File: config.mk
export PLATFORM = sky130hd
export DESIGN_NAME = usb_can_frame_bridge_unit
export DESIGN_NICKNAME = d
export VERILOG_FILES = /design/src/hw/rtl/ucfb_pkg.sv /design/src/hw/rtl/ucfb_ram.sv /design/src/hw/rtl/ucfb_ctrl.sv /design/src/hw/rtl/ucfb_dp.sv /design/src/hw/rtl/usb_can_frame_bridge_unit.sv
export SDC_FILE = /design/constraint.sdc
export NUM_CORES = 1
export LEC_CHECK = 0
export BUFFER_PORTS_ARGS = -buffer_cell sky130_fd_sc_hd__buf_2
export CAP_MARGIN = 20
export CORE_UTILIZATION = 30
export DETAILED_ROUTE_END_ITERATION = 8
export MAX_ROUTING_LAYER = met4
export PLACE_DENSITY = 0.46
export REMOVE_ABC_BUFFERS = 1
export SLEW_MARGIN = 20
export SYNTH_ARGS = -nofsm -noshare
export SYNTH_HDL_FRONTEND = slang
export SYNTH_SLANG_ARGS = --single-unit
File: constraint.sdc
create_clock -name clk -period 5.2 [get_ports clk]
set_input_delay 0.26 -clock clk [delete_from_list [all_inputs] [get_ports clk]]
set_output_delay 0.26 -clock clk [all_outputs]
set_load 0.01 [all_outputs]
File: src/hw/rtl/ucfb_pkg.sv
// Shared types and constants of the USB/CAN frame bridge.
`default_nettype none

package ucfb_pkg;

  localparam int PAYLOAD_DEPTH_DEF = 16;
  localparam int BYTE_W = 8;
  localparam int CNT_W = 4;
  localparam int CFG_IDX_W = 8;

  localparam logic [BYTE_W-1:0] START_FLAG_RST = 8'd2;
  localparam logic [BYTE_W-1:0] END_FLAG_RST = 8'd3;

  localparam logic [CFG_IDX_W-1:0] REG_START_FLAG = 8'd0;
  localparam logic [CFG_IDX_W-1:0] REG_END_FLAG = 8'd1;

  localparam logic SRC_USB = 1'b0;
  localparam logic SRC_CAN = 1'b1;

  localparam logic PORT_USB = 1'b0;
  localparam logic PORT_CAN = 1'b1;

  localparam int CTRL_RX_BIT = 4;

  typedef enum logic [10:0] {
    ST_WAIT   = 11'b000_0000_0001,
    ST_ID     = 11'b000_0000_0010,
    ST_CTRL   = 11'b000_0000_0100,
    ST_TXDATA = 11'b000_0000_1000,
    ST_TXEND  = 11'b000_0001_0000,
    ST_RXDATA = 11'b000_0010_0000,
    ST_HEAD   = 11'b000_0100_0000,
    ST_RD     = 11'b000_1000_0000,
    ST_LOAD   = 11'b001_0000_0000,
    ST_TAIL   = 11'b010_0000_0000,
    ST_ERR    = 11'b100_0000_0000
  } ucfb_state_t;

  typedef enum logic [1:0] {
    SEL_START = 2'd0,
    SEL_PAY   = 2'd1,
    SEL_END   = 2'd2,
    SEL_ERR   = 2'd3
  } ucfb_sel_t;

  typedef struct packed {
    logic      ld_id;
    logic      ld_ctrl;
    logic      wr_pay;
    logic      cnt_inc;
    logic      cnt_clr;
    logic      emit;
    ucfb_sel_t sel;
  } ucfb_cmd_t;

  typedef struct packed {
    logic is_start;
    logic is_end;
    logic ctl_rx;
    logic ctl_len0;
    logic len0;
    logic cnt_last;
    logic rx_mode;
    logic out_free;
  } ucfb_sts_t;

endpackage

`default_nettype wire

File: src/hw/rtl/ucfb_ram.sv
// Generic single-write, single-read RAM with registered read data.
`default_nettype none

module ucfb_ram #(
  parameter int WIDTH = 8,
  parameter int DEPTH = 16
) (
  input  wire logic                     clk,
  input  wire logic                     we,
  input  wire logic [$clog2(DEPTH)-1:0] waddr,
  input  wire logic [WIDTH-1:0]         wdata,
  input  wire logic [$clog2(DEPTH)-1:0] raddr,
  output logic      [WIDTH-1:0]         rdata
);

  logic [WIDTH-1:0] mem [DEPTH];

  always_ff @(posedge clk) begin
    if (we) begin
      mem[waddr] <= wdata;
    end
    rdata <= mem[raddr];
  end

endmodule

`default_nettype wire

File: src/hw/rtl/ucfb_ctrl.sv
// Frame sequencer of the bridge: parses the byte stream and drives result runs.
`default_nettype none

module ucfb_ctrl
  import ucfb_pkg::*;
(
  input  wire logic      clk,
  input  wire logic      rst_n,
  input  wire logic      in_valid,
  input  wire logic      in_command,
  output logic           in_ready,
  input  wire ucfb_sts_t sts,
  output ucfb_cmd_t      cmd
);

  ucfb_state_t state_r, state_nxt;
  logic        acc;
  logic        usb_acc;
  logic        can_acc;

  always_comb begin
    in_ready = (state_r == ST_WAIT) || (state_r == ST_ID) || (state_r == ST_CTRL) ||
               (state_r == ST_TXDATA) || (state_r == ST_TXEND) || (state_r == ST_RXDATA);
  end

  assign acc     = in_valid && in_ready;
  assign usb_acc = acc && (in_command == SRC_USB);
  assign can_acc = acc && (in_command == SRC_CAN);

  always_comb begin
    state_nxt = state_r;
    cmd       = '0;
    cmd.sel   = SEL_START;
    case (state_r)
      ST_WAIT: begin
        if (usb_acc && sts.is_start) begin
          state_nxt = ST_ID;
        end
      end
      ST_ID: begin
        if (usb_acc) begin
          cmd.ld_id = 1'b1;
          state_nxt = ST_CTRL;
        end
      end
      ST_CTRL: begin
        if (usb_acc) begin
          cmd.ld_ctrl = 1'b1;
          cmd.cnt_clr = 1'b1;
          if (sts.ctl_rx) begin
            state_nxt = sts.ctl_len0 ? ST_HEAD : ST_RXDATA;
          end else begin
            state_nxt = sts.ctl_len0 ? ST_TXEND : ST_TXDATA;
          end
        end
      end
      ST_TXDATA: begin
        if (usb_acc) begin
          cmd.wr_pay = 1'b1;
          if (sts.cnt_last) begin
            cmd.cnt_clr = 1'b1;
            state_nxt   = ST_TXEND;
          end else begin
            cmd.cnt_inc = 1'b1;
          end
        end
      end
      ST_TXEND: begin
        if (usb_acc) begin
          if (!sts.is_end) begin
            state_nxt = ST_ERR;
          end else if (sts.len0) begin
            state_nxt = ST_WAIT;
          end else begin
            state_nxt = ST_RD;
          end
        end
      end
      ST_RXDATA: begin
        if (can_acc) begin
          cmd.wr_pay = 1'b1;
          if (sts.cnt_last) begin
            cmd.cnt_clr = 1'b1;
            state_nxt   = ST_HEAD;
          end else begin
            cmd.cnt_inc = 1'b1;
          end
        end
      end
      ST_HEAD: begin
        if (sts.out_free) begin
          cmd.emit  = 1'b1;
          cmd.sel   = SEL_START;
          state_nxt = sts.len0 ? ST_TAIL : ST_RD;
        end
      end
      ST_RD: begin
        state_nxt = ST_LOAD;
      end
      ST_LOAD: begin
        if (sts.out_free) begin
          cmd.emit = 1'b1;
          cmd.sel  = SEL_PAY;
          if (sts.cnt_last) begin
            cmd.cnt_clr = 1'b1;
            state_nxt   = sts.rx_mode ? ST_TAIL : ST_WAIT;
          end else begin
            cmd.cnt_inc = 1'b1;
            state_nxt   = ST_RD;
          end
        end
      end
      ST_TAIL: begin
        if (sts.out_free) begin
          cmd.emit  = 1'b1;
          cmd.sel   = SEL_END;
          state_nxt = ST_WAIT;
        end
      end
      ST_ERR: begin
        if (sts.out_free) begin
          cmd.emit  = 1'b1;
          cmd.sel   = SEL_ERR;
          state_nxt = ST_WAIT;
        end
      end
      default: begin
        state_nxt = ST_WAIT;
      end
    endcase
  end

  always_ff @(posedge clk) begin
    if (!rst_n) begin
      state_r <= ST_WAIT;
    end else begin
      state_r <= state_nxt;
    end
  end

  // A result is only loaded into a free output slot.
  a_emit_free: assert property (@(posedge clk) disable iff (!rst_n)
    cmd.emit |-> sts.out_free)
    else $error("result loaded into a busy output slot");

  // Payload is only written on an accepted input transfer.
  a_wr_on_acc: assert property (@(posedge clk) disable iff (!rst_n)
    cmd.wr_pay |-> acc)
    else $error("payload write without an input transfer");

endmodule

`default_nettype wire

File: src/hw/rtl/ucfb_dp.sv
// Datapath of the bridge: registers, payload buffer, counter and output register.
`default_nettype none

module ucfb_dp
  import ucfb_pkg::*;
#(
  parameter int PAYLOAD_DEPTH = PAYLOAD_DEPTH_DEF
) (
  input  wire logic                 clk,
  input  wire logic                 rst_n,
  input  wire logic [BYTE_W-1:0]    in_data_byte,
  input  wire logic                 cfg_valid,
  input  wire logic [CFG_IDX_W-1:0] cfg_index,
  input  wire logic [BYTE_W-1:0]    cfg_data,
  input  wire ucfb_cmd_t            cmd,
  output ucfb_sts_t                 sts,
  output logic                      out_valid,
  input  wire logic                 out_ready,
  output logic                      out_port,
  output logic      [BYTE_W-1:0]    out_out_byte,
  output logic      [BYTE_W-1:0]    out_can_id,
  output logic                      out_last,
  output logic                      out_frame_error
);

  localparam int AddrW = $clog2(PAYLOAD_DEPTH);

  logic [BYTE_W-1:0] start_flag_r, end_flag_r;
  logic [BYTE_W-1:0] frame_id_r;
  logic              rx_mode_r;
  logic [CNT_W-1:0]  len_r;
  logic [CNT_W-1:0]  cnt_r, cnt_nxt, cnt_inc;
  logic [AddrW-1:0]  addr;
  logic [BYTE_W-1:0] rdata;
  logic              out_valid_r, out_valid_nxt;
  logic              port_r, last_r, err_r;
  logic [BYTE_W-1:0] byte_r, id_r;
  logic [BYTE_W-1:0] emit_byte;
  logic              emit_port, emit_last;

  assign cnt_inc = cnt_r + CNT_W'(1);
  assign addr    = AddrW'(cnt_r);

  ucfb_ram #(
    .WIDTH(BYTE_W),
    .DEPTH(PAYLOAD_DEPTH)
  ) u_ram (
    .clk  (clk),
    .we   (cmd.wr_pay),
    .waddr(addr),
    .wdata(in_data_byte),
    .raddr(addr),
    .rdata(rdata)
  );

  always_comb begin
    sts.is_start = (in_data_byte == start_flag_r);
    sts.is_end   = (in_data_byte == end_flag_r);
    sts.ctl_rx   = in_data_byte[CTRL_RX_BIT];
    sts.ctl_len0 = (in_data_byte[CNT_W-1:0] == '0);
    sts.len0     = (len_r == '0);
    sts.cnt_last = (cnt_inc == len_r);
    sts.rx_mode  = rx_mode_r;
    sts.out_free = !out_valid_r || out_ready;
  end

  always_comb begin
    if (cmd.cnt_clr) begin
      cnt_nxt = '0;
    end else if (cmd.cnt_inc) begin
      cnt_nxt = cnt_inc;
    end else begin
      cnt_nxt = cnt_r;
    end
  end

  always_comb begin
    emit_byte = '0;
    emit_port = PORT_USB;
    emit_last = 1'b0;
    case (cmd.sel)
      SEL_START: begin
        emit_byte = start_flag_r;
      end
      SEL_PAY: begin
        emit_byte = rdata;
        emit_port = rx_mode_r ? PORT_USB : PORT_CAN;
        emit_last = !rx_mode_r && sts.cnt_last;
      end
      SEL_END: begin
        emit_byte = end_flag_r;
        emit_last = 1'b1;
      end
      SEL_ERR: begin
        emit_last = 1'b1;
      end
      default: begin
        emit_byte = '0;
      end
    endcase
  end

  always_comb begin
    if (cmd.emit) begin
      out_valid_nxt = 1'b1;
    end else if (out_ready) begin
      out_valid_nxt = 1'b0;
    end else begin
      out_valid_nxt = out_valid_r;
    end
  end

  always_ff @(posedge clk) begin
    if (!rst_n) begin
      start_flag_r <= START_FLAG_RST;
      end_flag_r   <= END_FLAG_RST;
      frame_id_r   <= '0;
      rx_mode_r    <= 1'b0;
      len_r        <= '0;
      cnt_r        <= '0;
      out_valid_r  <= 1'b0;
    end else begin
      if (cfg_valid && (cfg_index == REG_START_FLAG)) begin
        start_flag_r <= cfg_data;
      end
      if (cfg_valid && (cfg_index == REG_END_FLAG)) begin
        end_flag_r <= cfg_data;
      end
      if (cmd.ld_id) begin
        frame_id_r <= in_data_byte;
      end
      if (cmd.ld_ctrl) begin
        rx_mode_r <= in_data_byte[CTRL_RX_BIT];
        len_r     <= in_data_byte[CNT_W-1:0];
      end
      cnt_r       <= cnt_nxt;
      out_valid_r <= out_valid_nxt;
    end
  end

  always_ff @(posedge clk) begin
    if (cmd.emit) begin
      port_r <= emit_port;
      byte_r <= emit_byte;
      id_r   <= frame_id_r;
      last_r <= emit_last;
      err_r  <= (cmd.sel == SEL_ERR);
    end
  end

  assign out_valid       = out_valid_r;
  assign out_port        = port_r;
  assign out_out_byte    = byte_r;
  assign out_can_id      = id_r;
  assign out_last        = last_r;
  assign out_frame_error = err_r;

  // Payload writes stay inside the announced frame length.
  a_wr_in_len: assert property (@(posedge clk) disable iff (!rst_n)
    cmd.wr_pay |-> (cnt_r < len_r))
    else $error("payload write beyond frame length");

  // Payload reads stay inside the announced frame length.
  a_rd_in_len: assert property (@(posedge clk) disable iff (!rst_n)
    (cmd.emit && (cmd.sel == SEL_PAY)) |-> (cnt_r < len_r))
    else $error("payload read beyond frame length");

endmodule

`default_nettype wire

File: src/hw/rtl/usb_can_frame_bridge_unit.sv
// Top level of the USB/CAN frame bridge: sequencer plus datapath.
//
// Channel   Direction  Handshake              Payload
// in_       input      in_valid / in_ready    in_command, in_data_byte
// out_      output     out_valid / out_ready  out_port, out_out_byte, out_can_id,
//                                             out_last, out_frame_error
// cfg_      input      cfg_valid / cfg_ready  cfg_index, cfg_data
//
// An input byte is taken whenever in_valid is high while the bridge is parsing a frame.
// A frame that produces results holds off input for the length of its result
// run: each start or end flag is sent from its own state, and each payload byte goes
// through a read state and then a load state, set by the buffer's registered read port.
// Reset is synchronous and active low; the payload buffer is not cleared.
// When out_ready is low the output register holds its transfer and the run
// waits; configuration writes are always taken.
`default_nettype none

module usb_can_frame_bridge_unit
  import ucfb_pkg::*;
#(
  parameter int PAYLOAD_DEPTH = PAYLOAD_DEPTH_DEF
) (
  input  wire logic                 clk,
  input  wire logic                 rst_n,
  input  wire logic                 in_valid,
  output logic                      in_ready,
  input  wire logic                 in_command,
  input  wire logic [BYTE_W-1:0]    in_data_byte,
  output logic                      out_valid,
  input  wire logic                 out_ready,
  output logic                      out_port,
  output logic      [BYTE_W-1:0]    out_out_byte,
  output logic      [BYTE_W-1:0]    out_can_id,
  output logic                      out_last,
  output logic                      out_frame_error,
  input  wire logic                 cfg_valid,
  output logic                      cfg_ready,
  input  wire logic [CFG_IDX_W-1:0] cfg_index,
  input  wire logic [BYTE_W-1:0]    cfg_data
);

  ucfb_cmd_t cmd;
  ucfb_sts_t sts;

  // The flag registers can be written in any cycle.
  assign cfg_ready = 1'b1;

  // The sequencer walks the frame header, payload and trailer, and runs the
  // result sequence, if the frame has one, once a frame completes.
  ucfb_ctrl u_ctrl (
    .clk       (clk),
    .rst_n     (rst_n),
    .in_valid  (in_valid),
    .in_command(in_command),
    .in_ready  (in_ready),
    .sts       (sts),
    .cmd       (cmd)
  );

  // The datapath holds the flags, frame header, payload buffer, byte counter
  // and the output register that parts the result side from the input side.
  ucfb_dp #(
    .PAYLOAD_DEPTH(PAYLOAD_DEPTH)
  ) u_dp (
    .clk            (clk),
    .rst_n          (rst_n),
    .in_data_byte   (in_data_byte),
    .cfg_valid      (cfg_valid),
    .cfg_index      (cfg_index),
    .cfg_data       (cfg_data),
    .cmd            (cmd),
    .sts            (sts),
    .out_valid      (out_valid),
    .out_ready      (out_ready),
    .out_port       (out_port),
    .out_out_byte   (out_out_byte),
    .out_can_id     (out_can_id),
    .out_last       (out_last),
    .out_frame_error(out_frame_error)
  );

endmodule

`default_nettype wire
=== After elaboration in Yosys (flattened, before gate mapping) ===
Memories as Yosys holds them, arrays and structs flattened. A register that Yosys moved wholly into a read port is not among the register bits.
Cells that the tools add are included.

* Output and inout port bits: 22
* Bits in writable memories: 128
* Input bits: 30
* Flip-flop bits (word level): 64
* Memories: 1
* Word-level logic and storage cells: 112

{| class="wikitable"
|+ Memory list
! name !! words !! width !! read ports !! clocked after Yosys merged registers in !! wr ports !! line !! text
|-
| u_dp.u_ram.mem || 16 || 8 || 1 || 1 || 1 || ucfb_ram.sv:16 || <nowiki>logic [WIDTH-1:0] mem [DEPTH];</nowiki>
|}

* Bitwise logic cells: 2
* Add/sub/neg operators: 1
* Mux-type cells: 42
* Equality and inequality tests: 29
* Reductions and logical operators: 24

{| class="wikitable"
|+ Operator list
! operator !! count
|-
| 11-bit two-way mux || 14
|-
| 11-bit case mux with 10 select lines || 1
|-
| 8-bit case mux with 3 select lines || 1
|-
| 10-bit two-way mux || 2
|-
| 8-bit equality test || 2
|-
| 2-bit by 1-bit inequality test with 1-bit output, second input constant || 8
|-
| 3-bit two-way mux || 5
|-
| 3-bit case mux with 4 select lines || 1
|-
| 11-bit by 1-bit equality test with 1-bit output, second input constant || 1
|-
| 11-bit by 10-bit equality test with 1-bit output, second input constant || 1
|-
| 11-bit equality test, second input constant || 1
|-
| 11-bit by 2-bit equality test with 1-bit output, second input constant || 1
|-
| 11-bit by 3-bit equality test with 1-bit output, second input constant || 1
|-
| 11-bit by 4-bit equality test with 1-bit output, second input constant || 1
|-
| 11-bit by 5-bit equality test with 1-bit output, second input constant || 1
|-
| 11-bit by 6-bit equality test with 1-bit output, second input constant || 1
|-
| 11-bit by 7-bit equality test with 1-bit output, second input constant || 1
|-
| 11-bit by 8-bit equality test with 1-bit output, second input constant || 1
|-
| 11-bit by 9-bit equality test with 1-bit output, second input constant || 1
|-
| 11-bit AND reduction || 1
|-
| 1-bit two-way mux || 10
|-
| 5-bit two-way mux || 2
|-
| 8-bit by 1-bit equality test with 1-bit output, second input constant || 1
|-
| 4-bit logical NOT || 2
|-
| 18 further kinds || 37
|}

=== Longest topological paths before layout ===
* Depth after elaboration: 12
* Depth in mapped cells: 11
* Gate-level depth less buffers: 8

=== By module ===
Synthesis repeated with hierarchy kept, for this count alone.

* Cells, all modules: 594
* Area, all modules: 8648.3 µm²

{| class="wikitable"
|+ Modules (own cells, without submodules)
! module !! seq. area each (µm²) !! cells an instance !! times used !! area each (µm²)
|-
| ucfb_ram || 4003.8 || 229 || 1 || 5147.4
|-
| ucfb_dp || 1251.2 || 229 || 1 || 2427.3
|-
| ucfb_ctrl || 220.2 || 134 || 1 || 1062.3
|-
| usb_can_frame_bridge_unit || 0.0 || 2 || 1 || 11.3
|}

=== Worst setup path after synthesis ===
Ideal clock, no wire load.

* Path kind: flip-flop to flip-flop
* Start: register u_dp.cnt_r[0], in the netlist u_dp.addr[0]
* End: register u_ctrl.state_r[10]
* Cell stages (with the launch flop): 12
* Setup slack: 2.278 ns
* Setup time: 0.116 ns
* Arrival: 2.806 ns
* Cell sequence: dfxtp_1 buf_2 buf_1 inv_1 ha_1 xor2_1 nor3_1 nand4_1 a2111oi_2 buf_4 mux2i_1 nor2b_1

* Word-level cells in the longest chain between the ends: 4
* Elaborated cells on any way between the ends: 5
* Those cells by class: 1 x add/sub; 3 x eq/ne; 1 x reduce/logical

{| class="wikitable"
|+ RTL lines
! item !! line !! text
|-
| from (decl) || ucfb_dp.sv:32 || <nowiki>logic [CNT_W-1:0] cnt_r, cnt_nxt, cnt_inc;</nowiki>
|-
| from (signal assigned) || ucfb_dp.sv:136 || <nowiki>cnt_r <= cnt_nxt;</nowiki>
|-
| 4-bit by 1-bit adder with 4-bit output (*) || ucfb_dp.sv:41 || <nowiki>assign cnt_inc = cnt_r + CNT_W'(1);</nowiki>
|-
| named net u_dp.cnt_inc[0] || ucfb_dp.sv:32 ||
|-
| 4-bit equality test (*) || ucfb_dp.sv:62 || <nowiki>sts.cnt_last = (cnt_inc == len_r);</nowiki>
|-
| 2-bit by 1-bit inequality test with 1-bit output (no line) || -- ||
|-
| 11-bit AND reduction (no line) (*) || -- ||
|-
| to (signal assigned) || ucfb_ctrl.sv:137 || <nowiki>state_r <= state_nxt;</nowiki>
|-
| to (decl) || ucfb_ctrl.sv:16 || <nowiki>ucfb_state_t state_r, state_nxt;</nowiki>
|}

Mark *: on every way through the listed nets, which the timed path passes. The rest lies on a longest branch.
A chain may end at the register's enable or synchronous reset.

=== Final worst setup path ===
* Start: register u_dp.cnt_r[1], in the netlist u_dp.addr[1]
* End: register u_ctrl.state_r[10]

* Word-level cells in the longest chain between the ends: 4
* Elaborated cells on any way between the ends: 5
* Those cells by class: 1 x add/sub; 3 x eq/ne; 1 x reduce/logical

{| class="wikitable"
|+ RTL lines
! item !! line
|-
| 4-bit by 1-bit adder with 4-bit output (*) || ucfb_dp.sv:41
|-
| 4-bit equality test (*) || ucfb_dp.sv:62
|-
| 2-bit by 1-bit inequality test with 1-bit output (no line) || --
|-
| 11-bit AND reduction (no line) (*) || --
|}

Every way passes the cells marked *; elsewhere a longest branch is shown, timed or not.

==> metrics.yaml <==
detailed_routing:
  wl_met2_um: 9390
  wl_per_cell_um: 19.8
  dr_wl_met3_um: 796
  drt-initial-drc-count: 327
  vias_per_cell: 4.84
  top_layer: "met4"
  wirelength_um: 19800
  ant_nets: 0
  first_pass_iters: 6
  vias: 4861
  drc_errors: 0
  met1_length_um: 9410
logic_synthesis:
  syn_area_um2: 8650
  synth_edf_count: 147
  synth_xor_area_share_pct: 2.91
  ys_seq_area_share_pct: 63.3
  synthTopCellsByArea: "edfxtp_1 51%, dfxtp_1 12%, mux4_2 10%, mux2i_1 4.2%, nor2b_1 2.8%"
  synth-compound-area-share_pct: 4.76
  syn_area_per_cell_um2: 15.3
  async_flop_share_pct: 0
  synth_warnings: 0
  synth_ff_type: "edfxtp_1"
  synth.distinct_cells: 68
  synth.area.mux_share_pct: 14.6
  synth-seq-cells: 200
  yosysTopAreaCell: "edfxtp_1"
  synth_fa_ha_area_share_pct: 0.709
  synth.top_cell.area_share_pct: 51.0
  postSynthCellCount: 566
  synth_top_family_by_area: "multiplexers"
  yosys.area_share.simple_pct: 11.4
final_layout:
  antennaDiodeCount: 0
  utilization_pct: 35.4
  multiInputGateArea_um2: 3000
  num-fill-cells: 2757
  layout.nets: 647
  layout_commonest_cell: "edfxtp_1"
  drive_above_1_share_pct: 26.4
  mostFrequentLayoutCells: "147 x edfxtp_1, 52 x dfxtp_1, 50 x buf_2"
  area_delta_synth_final_pct: 14.9
  register_area_um2: 5480
floorplanning:
  top_level_ports: 52
  rows: 61
  die_w_um: 172
  die_h_um: 172
  dieArea_um2: 29500
  core_area_um2: 28100
  start_util_pct: 30.8
global_route:
  grt_util_all_layers_pct: 14.7
  grt_pass1_vias: 5006
  grt_pass1_wl_um: 30400
  grt_max_degree: 44
  grt_overflow: 0
  antenna_found_initial: 0
clock_network:
  cts_buffers: 17
  root_buffer: "clkbuf_16"
  clkSinkCount: 200
  max-clock-path-buffers: 2
  hold_buffers: 0
  htreeDepth: 4
  cts_tree: "done"
  cts.clk_slew.worst_paths_ns: 0.09
  cts_resized: 0
  post_cts_buffers: 0
  worstSkewPairLatency_ns: 0.44
critical_path:
  crit_chain: "ha_1 -> xor3_1 -> nor3_1 -> nand4_1 -> a2111oi_2 -> buf_4 -> mux2i_1 -> nor2b_1"
  critPathMaxFanout: 20
  cp-end-kind: "flip-flop"
  r2r_slack_ns: 2.11
  rr_worst_depth: 8
  slowest_stage: "dfxtp_1"
  cp_num_buf_inv: 1
  r2r-end: "u_ctrl.state_r[10]$_SDFFE_PN0P_"
  critPathTopFamily: "flip-flops"
  worst_ep_arrival_time_ns: 3.43
  max_stage_delay_ns: 1.00
  timing.rr.start: "u_dp.addr[1]$_SDFFE_PP0P_"
  critPathKind: "reg -> reg"
  required_ns: 5.54
  critPathLaunchType: "flip-flop"
power_and_ir_drop:
  cellLeakagePower_uw: 0.00321
  ir_worst_vdd_mv: 0.197
  powerDensity_nw_per_um2: 317
min_path:
  hold_path_depth: 3
  hp-start: "cfg_data[1]"
  min_delay_worst_endpoint: "u_dp.end_flag_r[1]$_SDFFE_PN1P_"
  hold_path_class: "in -> reg"
timing:
  finalSetupViolCount: 0
  grt_setup_unrepaired: "no"
  finalMaxSlewViolations: 0
  hold_violations: 0
  fin_skew_ns: 0.0119
  fin_setup_tns_ns: 0
  maxSlewHeadroom_pct: 31.2
  worst-slew-pin-transition_ns: 1.03
  fmax_mhz: 323
  fin_crit_sh_pct: 59.5
  holdWs_ns: 0.0669
  fin_crit_ns: 3.09
place:
  gp_congestion: 0.823
  portBuffers: 50
  dp_hpwl_um: 13500
status:
  status: "finished, final reports clean"
job:
  maxCapViolations: 0
[flip-flops by register name (all words and copies together), names as in the netlist]
signal and cells:
u_ctrl.state_r 11, u_dp.addr 4, u_dp.end_flag_r 8, u_dp.frame_id_r 8
u_dp.len_r 4, u_dp.out_can_id 8, u_dp.out_frame_error 1, u_dp.out_last 1
u_dp.out_out_byte 8, u_dp.out_port 1, u_dp.out_valid 1, u_dp.rx_mode_r 1
u_dp.start_flag_r 8, u_dp.u_ram.mem 128, u_dp.u_ram.rdata 8
[per-stage QoR]
stage          instances  cell area (µm²)  power (µW)  worst slack [ns]
5_1_grt             1004             9940        3240              1.91
6_report            1004             9940        3150              2.11
2_1_floorplan        533             8480        1760              1.14
4_1_cts             1004             9940        3180              2.04
3_3_place_gp         968             9260        1800              1.79
3_5_place_dp         972             9310        1810              2.05
[layout make-up]
cell class / instances / share of cell area [%]
Clock buffer: 17 / 4.28
Clock inverter: 15 / 2.03
Inverter: 8 / 0.302
Multi-Input combinational cell: 325 / 30.2
Sequential cell: 200 / 55.1
Tap cell: 378 / 4.76
Timing Repair Buffer: 61 / 3.35
[power by group]
group,leakage (µW),switching [µW],internal [µW]
Clock,0.000306,712,673
Sequential,0.00174,0.324,1700
Combinational,0.00116,42.2,19.3
Total,0.00321,754,2400
[tightest hold or removal path: stages]
cell and delay (ns):
buf_2 0.10, mux2i_1 0.06, nand2_1 0.06
[synth_stat cells, types with 2 or more instances]
| cell | count |
|---|---|
| and2_1 | 2 |
| mux2i_1 | 36 |
| inv_1 | 8 |
| nor2b_1 | 39 |
| a32oi_1 | 2 |
| nor3_1 | 12 |
| nor2_1 | 28 |
| nor3b_1 | 4 |
| nand2b_1 | 5 |
| xnor2_1 | 6 |
| nand3_1 | 6 |
| nand4_1 | 2 |
| clkbuf_1 | 14 |
| nor4_1 | 8 |
| edfxtp_1 | 147 |
| o21ai_0 | 7 |
| buf_4 | 3 |
| or3b_2 | 3 |
| or4_1 | 4 |
| o21a_1 | 2 |
| or3_4 | 3 |
| a21oi_2 | 6 |
| nand3b_1 | 4 |
| a21oi_1 | 10 |
| nand2_1 | 28 |
| buf_6 | 2 |
| nor2_2 | 2 |
| buf_2 | 13 |
| dfxtp_1 | 53 |
| mux4_2 | 40 |
| nor4b_1 | 2 |
| nor4_4 | 2 |
| xor2_1 | 20 |
| ha_1 | 4 |
| a22oi_1 | 6 |
[how the worst max path moves through the flow]
stage / to / slack [ns] / depth (start not counted) / startpoint
after floorplan: u_ctrl.state_r[10]$_SDFFE_PN0P_ / 1.14 / 8 / u_dp.addr[0]$_SDFFE_PP0P_
after global placement: u_dp.u_ram.mem[0][6]$_DFFE_PP_ / 1.79 / 4 / u_ctrl.state_r[10]$_SDFFE_PN0P_
after detailed placement: u_ctrl.state_r[10]$_SDFFE_PN0P_ / 2.05 / 8 / u_dp.addr[1]$_SDFFE_PP0P_
after CTS: u_ctrl.state_r[10]$_SDFFE_PN0P_ / 2.04 / 8 / u_dp.addr[1]$_SDFFE_PP0P_
after global routing: u_ctrl.state_r[6]$_SDFFE_PN0P_ / 1.91 / 8 / u_dp.addr[1]$_SDFFE_PP0P_
final: u_ctrl.state_r[10]$_SDFFE_PN0P_ / 2.11 / 8 / u_dp.addr[1]$_SDFFE_PP0P_
[per-layer routing]
layer / track usage [%] / up-vias
met3: 3.04 / 18
met5: - / -
met4: 4.08 / 0
li1: - / 2249
met2: 23.0 / 122
met1: 19.5 / 2472
[cell families after synthesis]
| kind of cell | Yosys count |
|---|---|
| buffers and inverters | 41 |
| DFF | 200 |
| xor gates and xnor gates | 27 |
| AOI/OAI and AO/OA | 51 |
| adders and majority gates | 5 |
| other | 1 |
| muxes | 76 |
| and+or+nand+nor | 165 |
Power figures use the tool's default switching activity.
